--- src/hw/rtl/ldbpd_pkg.sv ---
// Package for the LED data beacon pattern drive: frame layout, time constants,
// reciprocal constants for the constant dividers, code types and bit helpers.
// No dependencies.
package ldbpd_pkg;

	localparam int unsigned PAYLOAD_LEN  = 16;
	localparam int unsigned PREAMBLE_LEN = 10;
	localparam int unsigned CALIB_SLOTS  = 10;
	localparam int unsigned SLOT_US      = 8333;

	localparam int unsigned TS_W       = 32;
	localparam int unsigned PAYLOAD_W  = 16;
	localparam int unsigned LEVEL_W    = 8;
	localparam int unsigned KIND_W     = 2;
	localparam int unsigned SLOT_IDX_W = 6;
	localparam int unsigned CFG_IDX_W  = 2;
	localparam int unsigned CFG_DATA_W = 16;

	localparam logic [PAYLOAD_W-1:0] PAYLOAD_RESET = 16'd51862;

	localparam int unsigned SYNC_LEN = 10;
	localparam logic [SYNC_LEN-1:0] SYNC_WORD = 10'b0100110110;

	localparam int unsigned PAY_USED = (PAYLOAD_LEN < PAYLOAD_W) ? PAYLOAD_LEN : PAYLOAD_W;

	localparam int unsigned FRAME_SLOTS = PREAMBLE_LEN + 2 * (2 + PAYLOAD_LEN);
	localparam longint unsigned FRAME_US  = longint'(SLOT_US) * FRAME_SLOTS;
	localparam longint unsigned CALIB_US  = longint'(SLOT_US) * CALIB_SLOTS;
	localparam longint unsigned WIN_US    = CALIB_US + FRAME_US;
	localparam longint unsigned SEC_US    = 1000000;
	localparam longint unsigned HALF_US   = SEC_US / 2;
	localparam longint unsigned HALF3_US  = 3 * HALF_US;
	localparam longint unsigned PERIOD_US = 2 * SEC_US;

	// timestamp reduction: estimate quotient by floor reciprocal, fix with one subtract
	localparam longint unsigned MOD_MAX = (FRAME_US > PERIOD_US) ? FRAME_US : PERIOD_US;
	localparam longint unsigned MIN_DIV = (FRAME_US < SEC_US) ? FRAME_US : SEC_US;
	localparam int unsigned TP_W = $clog2(MOD_MAX + 1);
	localparam longint unsigned RM_FRAME  = (64'd1 << TS_W) / FRAME_US;
	localparam longint unsigned RM_SEC    = (64'd1 << TS_W) / SEC_US;
	localparam longint unsigned RM_PERIOD = (64'd1 << TS_W) / PERIOD_US;
	localparam longint unsigned RM_MAX    = (64'd1 << TS_W) / MIN_DIV;
	localparam int unsigned RM_W = $clog2(RM_MAX + 1);

	// slot number: exact ceiling reciprocal over the offset range
	localparam longint unsigned OFF_MAX = (FRAME_US > CALIB_US) ? FRAME_US : CALIB_US;
	localparam int unsigned OFF_W = $clog2(OFF_MAX + 1);
	localparam int unsigned K_S   = $clog2(OFF_MAX * SLOT_US);
	localparam longint unsigned M_S = ((64'd1 << K_S) + SLOT_US - 1) / SLOT_US;
	localparam int unsigned MS_W  = $clog2(M_S + 1);
	localparam int unsigned SP_W  = OFF_W + MS_W;
	localparam int unsigned SLOT_MAX = (FRAME_SLOTS > CALIB_SLOTS) ? FRAME_SLOTS : CALIB_SLOTS;
	localparam int unsigned SLOT_W = $clog2(SLOT_MAX);

	// breathing brightness: 255 * ramp / PERIOD_US, exact ceiling reciprocal
	localparam int unsigned RAMP_W = $clog2(SEC_US + 1);
	localparam longint unsigned NB_MAX = 255 * SEC_US;
	localparam int unsigned NB_W  = $clog2(NB_MAX + 1);
	localparam int unsigned K_B   = $clog2((NB_MAX + 1) * PERIOD_US);
	localparam longint unsigned M_B = ((64'd1 << K_B) + PERIOD_US - 1) / PERIOD_US;
	localparam int unsigned MB_W  = $clog2(M_B + 1);
	localparam int unsigned BP_W  = NB_W + MB_W;

	typedef enum logic [1:0] {
		MODE_FRAMES     = 2'd0,
		MODE_FAST_BLINK = 2'd1,
		MODE_SLOW_BLINK = 2'd2,
		MODE_BREATH     = 2'd3
	} mode_t;

	typedef enum logic [KIND_W-1:0] {
		KIND_CALIB  = 2'd0,
		KIND_FRAME  = 2'd1,
		KIND_STEADY = 2'd2,
		KIND_DARK   = 2'd3
	} kind_t;

	typedef enum logic [CFG_IDX_W-1:0] {
		REG_PATTERN_MODE  = 2'd0,
		REG_PAYLOAD_BITS  = 2'd1,
		REG_SUPPRESS_DATA = 2'd2,
		REG_OUTPUT_ENABLE = 2'd3
	} reg_idx_t;

	function automatic logic [PREAMBLE_LEN-1:0] preamble_table();
		logic [PREAMBLE_LEN-1:0] tbl;
		tbl = '0;
		for (int i = 0; i < PREAMBLE_LEN; i++) begin
			tbl[i] = SYNC_WORD[i % SYNC_LEN];
		end
		return tbl;
	endfunction

	localparam logic [PREAMBLE_LEN-1:0] PREAMBLE_TBL = preamble_table();

	// line bit of a frame slot: preamble, two parity symbols, payload symbols
	function automatic logic frame_bit(input logic [SLOT_W-1:0] slot,
			input logic [PAYLOAD_W-1:0] payload);
		logic [SLOT_W-1:0] j;
		logic [SLOT_W-2:0] sym;
		logic par0;
		logic par1;
		logic b;
		j = slot - SLOT_W'(PREAMBLE_LEN);
		sym = j[SLOT_W-1:1];
		par0 = 1'b0;
		par1 = 1'b0;
		b = 1'b0;
		for (int k = 0; k < PAY_USED; k++) begin
			if ((k & 1) == 0) begin
				par0 = par0 ^ payload[k];
			end else begin
				par1 = par1 ^ payload[k];
			end
		end
		if (slot < SLOT_W'(PREAMBLE_LEN)) begin
			for (int i = 0; i < PREAMBLE_LEN; i++) begin
				if (slot == SLOT_W'(i)) begin
					b = PREAMBLE_TBL[i];
				end
			end
		end else begin
			if (sym == '0) begin
				b = par0;
			end else if (sym == (SLOT_W-1)'(1)) begin
				b = par1;
			end else begin
				for (int k = 0; k < PAY_USED; k++) begin
					if (int'(sym) == k + 2) begin
						b = payload[k];
					end
				end
			end
			b = b ^ j[0];
		end
		return b;
	endfunction

	// x / 3 for x below 512
	function automatic logic [7:0] div3(input logic [8:0] x);
		logic [18:0] p;
		p = x * 10'd683;
		return p[18:11];
	endfunction

endpackage

--- src/hw/rtl/led_data_beacon_pattern_drive_top.sv ---
// LED data beacon pattern drive, top level. Depends on ldbpd_pkg.
// Each request carries a microsecond timestamp and yields one result: the LED PWM
// level, the segment kind, the slot number and the line bit for that instant. The
// block is a nine-stage pipeline with a valid bit per stage: a request can enter every
// cycle while the output does not stall, and passes through the chain of reciprocal
// multiplications that reduce the timestamp to a period position, then to a slot
// number and a brightness. A stalled output holds its stage while free stages
// upstream keep filling. Configuration registers are shared by all requests in flight:
// a write reaches each request at the stages that it has not yet passed.
module led_data_beacon_pattern_drive_top (
	input  logic                               clk,
	input  logic                               arst_n,
	input  logic                               cfg_we,
	input  logic [ldbpd_pkg::CFG_IDX_W-1:0]    cfg_index,
	input  logic [ldbpd_pkg::CFG_DATA_W-1:0]   cfg_wdata,
	input  logic                               in_valid,
	output logic                               in_ready,
	input  logic [ldbpd_pkg::TS_W-1:0]         elapsed_us,
	output logic                               out_valid,
	input  logic                               out_ready,
	output logic [ldbpd_pkg::LEVEL_W-1:0]      led_level,
	output logic [ldbpd_pkg::KIND_W-1:0]       segment_kind,
	output logic [ldbpd_pkg::SLOT_IDX_W-1:0]   slot_index,
	output logic                               coded_bit
);
	import ldbpd_pkg::*;

	localparam int NSTG = 9;

	mode_t                 mode_q;
	logic [PAYLOAD_W-1:0]  payload_q;
	logic                  suppress_q;
	logic                  enable_q;

	logic [NSTG+1:1]       adv;
	logic [NSTG:1]         vld_q;
	logic [NSTG:1]         vld_prev;

	logic [TS_W-1:0]       t_s1, t_s2, t_s3;
	logic [RM_W-1:0]       rm_sel;
	logic [TP_W-1:0]       div_sel;
	logic [TS_W+RM_W-1:0]  q_prod;
	logic [RM_W-1:0]       q_s2;
	logic [RM_W+TP_W-1:0]  qc_full, qc_s3;
	logic [TS_W-1:0]       rem_full;
	logic [TP_W:0]         rem;
	logic [TP_W-1:0]       tp_next, tp_s4;
	logic [TP_W-1:0]       tw_next, tw_s5, tw_frame, ramp_dn;
	logic [RAMP_W-1:0]     ramp_next, ramp_s5;
	logic                  dark_next, dark_s5;
	kind_t                 kind_next, kind_s6, kind_s7, kind_s8, kind_s9;
	logic [OFF_W-1:0]      off_next, off_s6;
	logic [NB_W-1:0]       nb_next, nb_s6;
	logic [SP_W-1:0]       sprod_s7;
	logic [BP_W-1:0]       bprod_s7;
	logic [SLOT_W-1:0]     slot_next, slot_s8;
	logic                  bit_next, bit_s8, bit_s9;
	logic [LEVEL_W-1:0]    bright_next, bright_s8;
	logic [LEVEL_W-1:0]    level_next, level_s9;
	logic [SLOT_IDX_W-1:0] slot_s9;
	logic [LEVEL_W-1:0]    one3, two3, half3;

	// configuration registers
	always_ff @(posedge clk or negedge arst_n) begin
		if (!arst_n) begin
			mode_q     <= MODE_FRAMES;
			payload_q  <= PAYLOAD_RESET;
			suppress_q <= 1'b0;
			enable_q   <= 1'b1;
		end else if (cfg_we) begin
			case (reg_idx_t'(cfg_index))
				REG_PATTERN_MODE:  mode_q <= mode_t'(cfg_wdata[1:0]);
				REG_PAYLOAD_BITS:  payload_q <= cfg_wdata[PAYLOAD_W-1:0];
				REG_SUPPRESS_DATA: suppress_q <= cfg_wdata[0];
				REG_OUTPUT_ENABLE: enable_q <= cfg_wdata[0];
				default: ;
			endcase
		end
	end

	// stage advance: a stage loads when empty or when its successor moves
	always_comb begin
		adv[NSTG+1] = out_ready;
		for (int i = NSTG; i >= 1; i--) begin
			adv[i] = !vld_q[i] || adv[i+1];
		end
	end

	assign vld_prev  = {vld_q[NSTG-1:1], in_valid};
	assign in_ready  = adv[1];
	assign out_valid = vld_q[NSTG];

	always_ff @(posedge clk or negedge arst_n) begin
		if (!arst_n) begin
			vld_q <= '0;
		end else begin
			for (int i = 1; i <= NSTG; i++) begin
				if (adv[i]) begin
					vld_q[i] <= vld_prev[i];
				end
			end
		end
	end

	always_comb begin
		case (mode_q)
			MODE_FRAMES: begin
				rm_sel  = RM_W'(RM_FRAME);
				div_sel = TP_W'(FRAME_US);
			end
			MODE_FAST_BLINK: begin
				rm_sel  = RM_W'(RM_SEC);
				div_sel = TP_W'(SEC_US);
			end
			default: begin
				rm_sel  = RM_W'(RM_PERIOD);
				div_sel = TP_W'(PERIOD_US);
			end
		endcase
	end

	// period position
	assign q_prod   = t_s1 * rm_sel;
	assign qc_full  = q_s2 * div_sel;
	assign rem_full = t_s3 - TS_W'(qc_s3);
	assign rem      = rem_full[TP_W:0];
	assign tp_next  = (rem >= {1'b0, div_sel}) ? TP_W'(rem - {1'b0, div_sel}) : rem[TP_W-1:0];

	// window offset, dark half and ramp position
	assign ramp_dn = TP_W'(PERIOD_US) - tp_s4;

	always_comb begin
		tw_next = tp_s4;
		if (mode_q == MODE_SLOW_BLINK || mode_q == MODE_BREATH) begin
			if (tp_s4 >= TP_W'(HALF3_US)) begin
				tw_next = tp_s4 - TP_W'(HALF3_US);
			end else if (tp_s4 >= TP_W'(SEC_US)) begin
				tw_next = tp_s4 - TP_W'(SEC_US);
			end else if (tp_s4 >= TP_W'(HALF_US)) begin
				tw_next = tp_s4 - TP_W'(HALF_US);
			end
		end
		case (mode_q)
			MODE_FAST_BLINK: dark_next = (tp_s4 >= WIN_US) && (tp_s4 >= HALF_US);
			MODE_SLOW_BLINK: dark_next = (tp_s4 >= SEC_US);
			default:         dark_next = 1'b0;
		endcase
		if (tp_s4 < SEC_US) begin
			ramp_next = tp_s4[RAMP_W-1:0];
		end else begin
			ramp_next = ramp_dn[RAMP_W-1:0];
		end
	end

	// segment kind and offset within it
	assign tw_frame = tw_s5 - TP_W'(CALIB_US);
	assign nb_next  = NB_W'({ramp_s5, 8'h00}) - NB_W'(ramp_s5);

	always_comb begin
		kind_next = KIND_STEADY;
		off_next  = '0;
		if (mode_q == MODE_FRAMES) begin
			kind_next = KIND_FRAME;
			off_next  = OFF_W'(tw_s5);
		end else if (dark_s5) begin
			kind_next = KIND_DARK;
		end else if (tw_s5 < CALIB_US) begin
			kind_next = KIND_CALIB;
			off_next  = OFF_W'(tw_s5);
		end else if (tw_s5 < WIN_US) begin
			kind_next = KIND_FRAME;
			off_next  = OFF_W'(tw_frame);
		end
	end

	// slot number, line bit and brightness
	always_comb begin
		slot_next = SLOT_W'(sprod_s7 >> K_S);
		case (kind_s7)
			KIND_CALIB: bit_next = slot_next[0];
			KIND_FRAME: bit_next = frame_bit(slot_next, payload_q);
			default:    bit_next = 1'b0;
		endcase
		if (mode_q == MODE_BREATH) begin
			bright_next = LEVEL_W'(bprod_s7 >> K_B);
		end else if (kind_s7 == KIND_DARK) begin
			bright_next = '0;
		end else begin
			bright_next = 8'd255;
		end
	end

	// output level
	assign one3  = div3({1'b0, bright_s8});
	assign two3  = div3({bright_s8, 1'b0});
	assign half3 = div3({2'b00, bright_s8[7:1]});

	always_comb begin
		if (!enable_q) begin
			level_next = '0;
		end else if (kind_s8 == KIND_STEADY || kind_s8 == KIND_DARK || suppress_q) begin
			level_next = half3 + two3;
		end else if (bit_s8) begin
			level_next = one3 + two3;
		end else begin
			level_next = two3;
		end
	end

	always_ff @(posedge clk) begin
		if (adv[1]) begin
			t_s1 <= elapsed_us;
		end
		if (adv[2]) begin
			t_s2 <= t_s1;
			q_s2 <= q_prod[TS_W+RM_W-1:TS_W];
		end
		if (adv[3]) begin
			t_s3  <= t_s2;
			qc_s3 <= qc_full;
		end
		if (adv[4]) begin
			tp_s4 <= tp_next;
		end
		if (adv[5]) begin
			tw_s5   <= tw_next;
			ramp_s5 <= ramp_next;
			dark_s5 <= dark_next;
		end
		if (adv[6]) begin
			kind_s6 <= kind_next;
			off_s6  <= off_next;
			nb_s6   <= nb_next;
		end
		if (adv[7]) begin
			kind_s7  <= kind_s6;
			sprod_s7 <= off_s6 * MS_W'(M_S);
			bprod_s7 <= nb_s6 * MB_W'(M_B);
		end
		if (adv[8]) begin
			kind_s8   <= kind_s7;
			slot_s8   <= slot_next;
			bit_s8    <= bit_next;
			bright_s8 <= bright_next;
		end
		if (adv[9]) begin
			kind_s9  <= kind_s8;
			slot_s9  <= SLOT_IDX_W'(slot_s8);
			bit_s9   <= bit_s8;
			level_s9 <= level_next;
		end
	end

	assign led_level    = level_s9;
	assign segment_kind = kind_s9;
	assign slot_index   = slot_s9;
	assign coded_bit    = bit_s9;

endmodule

--- config.mk ---
export PLATFORM = sky130hd
export DESIGN_NAME = led_data_beacon_pattern_drive_top
export DESIGN_NICKNAME = d
export VERILOG_FILES = /design/src/hw/rtl/ldbpd_pkg.sv /design/src/hw/rtl/led_data_beacon_pattern_drive_top.sv
export SDC_FILE = /design/constraint.sdc
export NUM_CORES = 2
export LEC_CHECK = 0
export ABC_AREA = 1
export BUFFER_PORTS_ARGS = -buffer_cell sky130_fd_sc_hd__clkbuf_2
export CAP_MARGIN = 15
export CORE_MARGIN = 2
export CORE_UTILIZATION = 40
export CTS_CLUSTER_SIZE = 28
export DETAILED_ROUTE_END_ITERATION = 10
export HOLD_SLACK_MARGIN = 0.06
export PLACE_DENSITY_LB_ADDON = 0.1
export SETUP_SLACK_MARGIN = 0.2
export SYNTH_ARGS = -nofsm -noshare
export SYNTH_HDL_FRONTEND = slang
export SYNTH_SLANG_ARGS = --single-unit
--- constraint.sdc ---
create_clock -name clk -period 9.82 [get_ports clk]
set_clock_uncertainty 0.15 [all_clocks]
set_input_delay 0.982 -clock clk [delete_from_list [all_inputs] [get_ports clk]]
set_output_delay 0.982 -clock clk [all_outputs]
set_load 0.03 [all_outputs]
-- Yosys cells after proc, flatten, opt, wreduce, memory -nomap -nowiden
Cells that the tools add are included.
- bits in registers: 384
- latch bits: 0
- bits in writable memories: 0
- ROM bits: 0
- bits of input ports: 55
- logic and storage cells: 215
- memories: 0
- $add $sub $neg: 11
- multipliers: 7
- divide/modulo/power cells: 0
- order comparisons: 11
- equal/unequal tests: 36
- shifts and indexed selects: 0
- multiplexer cells: 66
- bitwise logic cells: 16
- reductions and logical operators: 31
- operators with widths (operator ; count):
    $mux W21 ; 5
    $mux W19 ; 4
    $ge A21 B19 Y1 const B ; 3
    $mul A28 B29 Y57 const B ; 1
    $eq A5 B5 Y1 const B ; 10
    $mul A32 B14 Y46 ; 1
    $mux W1 ; 45
    $ge A21 B20 Y1 const B ; 2
    $pmux W21 S2 ; 1
    $mul A19 B19 Y38 const B ; 1
    $mul A8 B10 Y18 const B ; 2
    $mux W8 ; 4
    $pmux W14 S2 ; 1
    $sub A28 B20 Y28 ; 1
    $eq A6 B3 Y1 const B ; 4
    $ge A22 B21 Y1 ; 1
    $mul A14 B21 Y22 ; 1
    $sub A22 B22 Y22 ; 1
    $ge A21 B21 Y1 const B ; 1
    $lt A21 B17 Y1 const B ; 1
    $lt A21 B19 Y1 const B ; 1
    $lt A21 B20 Y1 const B ; 1
    $sub A21 B19 Y21 const B ; 1
    $sub A21 B20 Y21 const B ; 1
    other kinds (28) ; 84

-- Longest topological paths before layout
- depth in word-level cells: 25
- depth in mapped cells: 35
- depth with buffers taken out: 32

-- Worst setup path before layout
No wires, ideal clock.
- path kind: in2out
- from: input out_ready
- to: output in_ready
- arrival time: 7.031 ns
- data required time: 8.688 ns
- setup slack: 1.657 ns
- stages on the path: 16
- cells stage by stage: nor2_1 > inv_1 > nor2_1 > inv_1 > nor2_1 > inv_1 > nor2_1 > inv_1 > nor2_1 > inv_1 > nor2_1 > inv_1 > nor2_1 > inv_1 > nor2_1 > nand2_1
- word-level cells in the longest chain between the ends: 9
- RTL lines (item ; RTL line ; source):
    from (decl) ; led_data_beacon_pattern_drive_top.sv:20 ; input logic out_ready,
    $logic_or A1 B1 Y1 ; led_data_beacon_pattern_drive_top.sv:85 ; adv[i] = !vld_q[i] || adv[i+1];
    net adv, one bit ; led_data_beacon_pattern_drive_top.sv:35 ; logic [NSTG+1:1] adv;
    $logic_or A1 B1 Y1 ; led_data_beacon_pattern_drive_top.sv:85 ;
    net adv, one bit ; led_data_beacon_pattern_drive_top.sv:35 ;
    $logic_or A1 B1 Y1 ; led_data_beacon_pattern_drive_top.sv:85 ;
    net adv, one bit ; led_data_beacon_pattern_drive_top.sv:35 ;
    $logic_or A1 B1 Y1 ; led_data_beacon_pattern_drive_top.sv:85 ;
    net adv, one bit ; led_data_beacon_pattern_drive_top.sv:35 ;
    $logic_or A1 B1 Y1 ; led_data_beacon_pattern_drive_top.sv:85 ;
    net adv, one bit ; led_data_beacon_pattern_drive_top.sv:35 ;
    $logic_or A1 B1 Y1 ; led_data_beacon_pattern_drive_top.sv:85 ;
    net adv, one bit ; led_data_beacon_pattern_drive_top.sv:35 ;
    $logic_or A1 B1 Y1 ; led_data_beacon_pattern_drive_top.sv:85 ;
    net adv, one bit ; led_data_beacon_pattern_drive_top.sv:35 ;
    $logic_or A1 B1 Y1 (2 in a row) ; led_data_beacon_pattern_drive_top.sv:85 ;
    to (decl) ; led_data_beacon_pattern_drive_top.sv:17 ; output logic in_ready,
The timed path passes the listed nets, and every way through them passes these cells.

-- Final worst setup path
- from: register mode_q[0]
- to: register q_s2[11] (data pin)
- word-level cells in the longest chain between the ends: 3
- elaborated cells between the ends (all ways): 4
- classes of those cells: 1 x mul; 1 x eq/ne; 1 x mux; 1 x reduce/logical
- RTL lines (item ; RTL line ; source):
    from (decl) ; led_data_beacon_pattern_drive_top.sv:30 ; mode_t mode_q;
    from (signal assigned) ; led_data_beacon_pattern_drive_top.sv:72 ; REG_PATTERN_MODE: mode_q <= mode_t'(cfg_wdata[1:0]);
    $eq A2 B1 Y1 / $logic_not A2 Y1 (equally long branches) ; led_data_beacon_pattern_drive_top.sv:106 ; case (mode_q)
    $pmux W14 S2 (*) ; led_data_beacon_pattern_drive_top.sv:106 ;
    $mul A32 B14 Y46 (*) ; led_data_beacon_pattern_drive_top.sv:123 ; assign q_prod = t_s1 * rm_sel;
    net q_prod[43] ; led_data_beacon_pattern_drive_top.sv:42 ; logic [TS_W+RM_W-1:0] q_prod;
    to (signal assigned) ; led_data_beacon_pattern_drive_top.sv:216 ; q_s2 <= q_prod[TS_W+RM_W-1:TS_W];
    to (decl) ; led_data_beacon_pattern_drive_top.sv:43 ; logic [RM_W-1:0] q_s2;
The timed path passes the listed nets; every way through them passes the cells marked *.
A chain may end at the register's enable or synchronous reset.

==> flow_summary.yaml <==
worst_setup_path:
  cp-start-kind: "flop"
  reg2reg_slack_ns: 2.22
  rr_endpoint: "q_s2[11]$_DFFE_PP_"
  end_kind: "flop"
  crit_required_ns: 10.01
  arrival_ns: 7.79
  worstPathMaxFanout: 39
  reg2reg_depth: 26
  timing.rr.start: "mode_q[0]$_DFFE_PN0P_"
  crit_type: "reg2reg"
clock_tree:
  htree_levels: 2
  cts_buffers: 39
  cts_tree: "done"
  clock-sinks: 301
  cts_setup_buffers: 0
  clk_pin_slew_ns: 0.07
  cts-resized-gates: 0
  clk_path_buf_depth: 3
  clock_latency_ns: 0.61
  holdBufCountCts: 0
  clockRootBuffer: "clkbuf_16"
sta:
  min_period_ns: 7.603
  hold_viol: 0
  slew_headroom_pct: 26.05
  rsz0062_at_grt: "no"
  final.setup.tns_ns: 0
  whs_ns: 0.2496
  setup_viol: 0
  max_freq_ghz: 0.1315
  tightest_slew_ns: 1.106
  slew_violations: 0
  period_share_pct: 77.43
global_routing:
  top_usage_layer: "met2"
  grt_use_met3_pct: 1.755
  grt_max_degree: 55
  grt_pass1_wl_mm: 234.6
  grt_use_met2_pct: 38.08
  antenna_found_initial: 3
  grt-ovfl-total: 0
  grt_pass1_vias: 42160
  use_met1_pct: 30.28
  track_usage_pct: 22.03
die:
  die-width_um: 369.2
  io_pins: 74
  die_y_um: 369.2
  core_area_sq_mm: 0.1330
  dieArea_sq_mm: 0.1363
  core.rowCount: 134
  start_util_pct: 40.14
synthesis:
  ys_warn_count: 0
  async_reset_ff_share_pct: 9.635
  ys_top_cells_by_count: "inv_1 (1661), ha_1 (811), fa_1 (793)"
  yosysSeqAreaShare_pct: 16.69
  ys.flop_type: "edfxtp_1"
  avgSynthCellArea_sq_um: 8.892
  synth-seq-cells: 301
  synth_area_leaders: "fa_1 (30%), ha_1 (19%), edfxtp_1 (15%), inv_1 (12%), nand2_1 (5.4%)"
  synth-edff-count: 272
  synth_area_sq_mm: 0.05336
  synthDistinctLibCells: 68
  synth_cells: 6001
  synth_top_area_share_pct: 29.75
  synth.largest_area_cell: "fa_1"
  synth_most_common_cell: "inv_1"
layout:
  fin_nets: 7728
  fin_util_pct: 42.91
  areaGrowthSynthToFinish_pct: 6.908
  drive_above_1_share_pct: 4.099
routing:
  drcViolationCount: 0
  ant_nets: 0
  vias_per_cell: 4.883
  drtIter0Drc: 1989
  first_pass_iters: 5
  wl_per_cell_um: 18.12
  num_vias: 38420
  routed_wl_mm: 142.6
run_status:
  status: "finished, final reports clean"
hold_path:
  worstHoldStart: "t_s2[18]$_DFFE_PP_"
  hp-class: "reg2reg"
  hold_depth: 0
  holdPathEnd: "t_s3[18]$_DFFE_PP_"
flow_run:
  drv_cap: 0
placed_design:
  gp_congestion: 0.8705
  detailed_place_hpwl_mm: 123.7
  io_buffers: 73
## kinds of logic after synthesis
family	share of synthesized area, %
other	0.01407
flip-flops	16.69
multiplexers	0.04220
XOR/XNOR	3.151
AND/OR/NAND/NOR	11.95
adder cells (fa/ha/maj)	48.77
buffers and inverters	12.34
AO/OA/AOI/OAI	7.053
## state kept, by name, indices dropped and copies added (netlist names), 19 cells and up
register	cells
t_s1	32
nb_s6	28
t_s2	22
t_s3	22
qc_s3	21
tp_s4	21
tw_s5	21
off_s6	19
ramp_s5	19
## worst max-delay path, cell delays in order (launching register included)
cell and delay (ns):
dfrtp_1 0.43, inv_1 0.13, ha_2 0.70, inv_4 0.21, nand2_2 0.16, buf_4 0.48, nor2_1 0.15, fa_1 0.51
fa_1 0.52, inv_1 0.06, fa_1 0.49, fa_1 0.52, inv_1 0.06, fa_1 0.47, inv_1 0.06, fa_1 0.50
inv_1 0.04, ha_1 0.30, nand2_1 0.10, nor2_1 0.14, inv_1 0.07, nor2_1 0.16, and3_1 0.19, nand3_1 0.07
o211ai_1 0.31, a31oi_1 0.15, xor2_1 0.16
## metal layers
layer	part of all wire [%]	vias up
met1	47	18840
met5	0	-
met4	2.0	0
met2	48	664
met3	3.1	133
li1	-	18780
## area by class of cell
class	count	area [sq um]
flip-flops and latches	301	8905
repair buffers	86	462.9
multi-input cells	3965	37900
inverters	1676	6299
well taps	1768	2212
clock buffers	51	1031
fillers	13370	75910
diodes	1	2.502
clock inverters	20	239.0
## how the worst max path moves through the flow
stage                               start                 end  slack, ns  cells past startpoint
finish              mode_q[0]$_DFFE_PN0P_  q_s2[11]$_DFFE_PP_       2.22                     26
floorplan                       out_ready            in_ready       1.66                     16
global placement    mode_q[1]$_DFFE_PN0P_   q_s2[7]$_DFFE_PP_       2.34                     26
detailed placement  mode_q[0]$_DFFE_PN0P_   q_s2[7]$_DFFE_PP_       2.22                     26
global route         vld_q[9]$_DFFE_PN0P_            in_ready       1.73                     21
CTS                 mode_q[1]$_DFFE_PN0P_   q_s2[7]$_DFFE_PP_       2.18                     26
## through the flow
stage                     worst slack, ns  cell area, sq um  cells
after floorplan                     1.657             53370   6003
after global routing                1.734             57050   7867
final                               2.217             57050   7868
after global placement              2.343             55780   7796
after CTS                           2.178             57050   7867
after detailed placement            2.225             55780   7796
## placed cells by master (no fill, tap or decap), drive strengths merged, types with 5 or more instances in the layout
cell type / synthesis / layout
a21o: 16 / 16
a21boi: 7 / 7
a21oi: 293 / 293
nand4: 46 / 46
o221ai: 5 / 5
xor2: 151 / 151
dfrtp: 20 / 20
dfstp: 9 / 9
ha: 811 / 811
o211ai: 22 / 22
a211oi: 13 / 13
a221oi: 5 / 5
o21a: 13 / 13
nand3: 161 / 161
nor4: 21 / 21
a31oi: 17 / 17
inv: 1675 / 1679
fa: 793 / 793
o31ai: 11 / 11
edfxtp: 272 / 272
o2111ai: 8 / 8
nor3: 56 / 56
clkbuf: 37 / 124
o21bai: 38 / 38
or2: 10 / 10
xnor2: 41 / 41
and3: 5 / 5
nor2: 426 / 426
nor3b: 5 / 5
clkinv: 1 / 12
nand2: 778 / 778
buf: 24 / 13
o21ai: 184 / 184
Power is not shown: default switching activity piles up to over one toggle a cycle in this logic, so the estimate is an artifact.
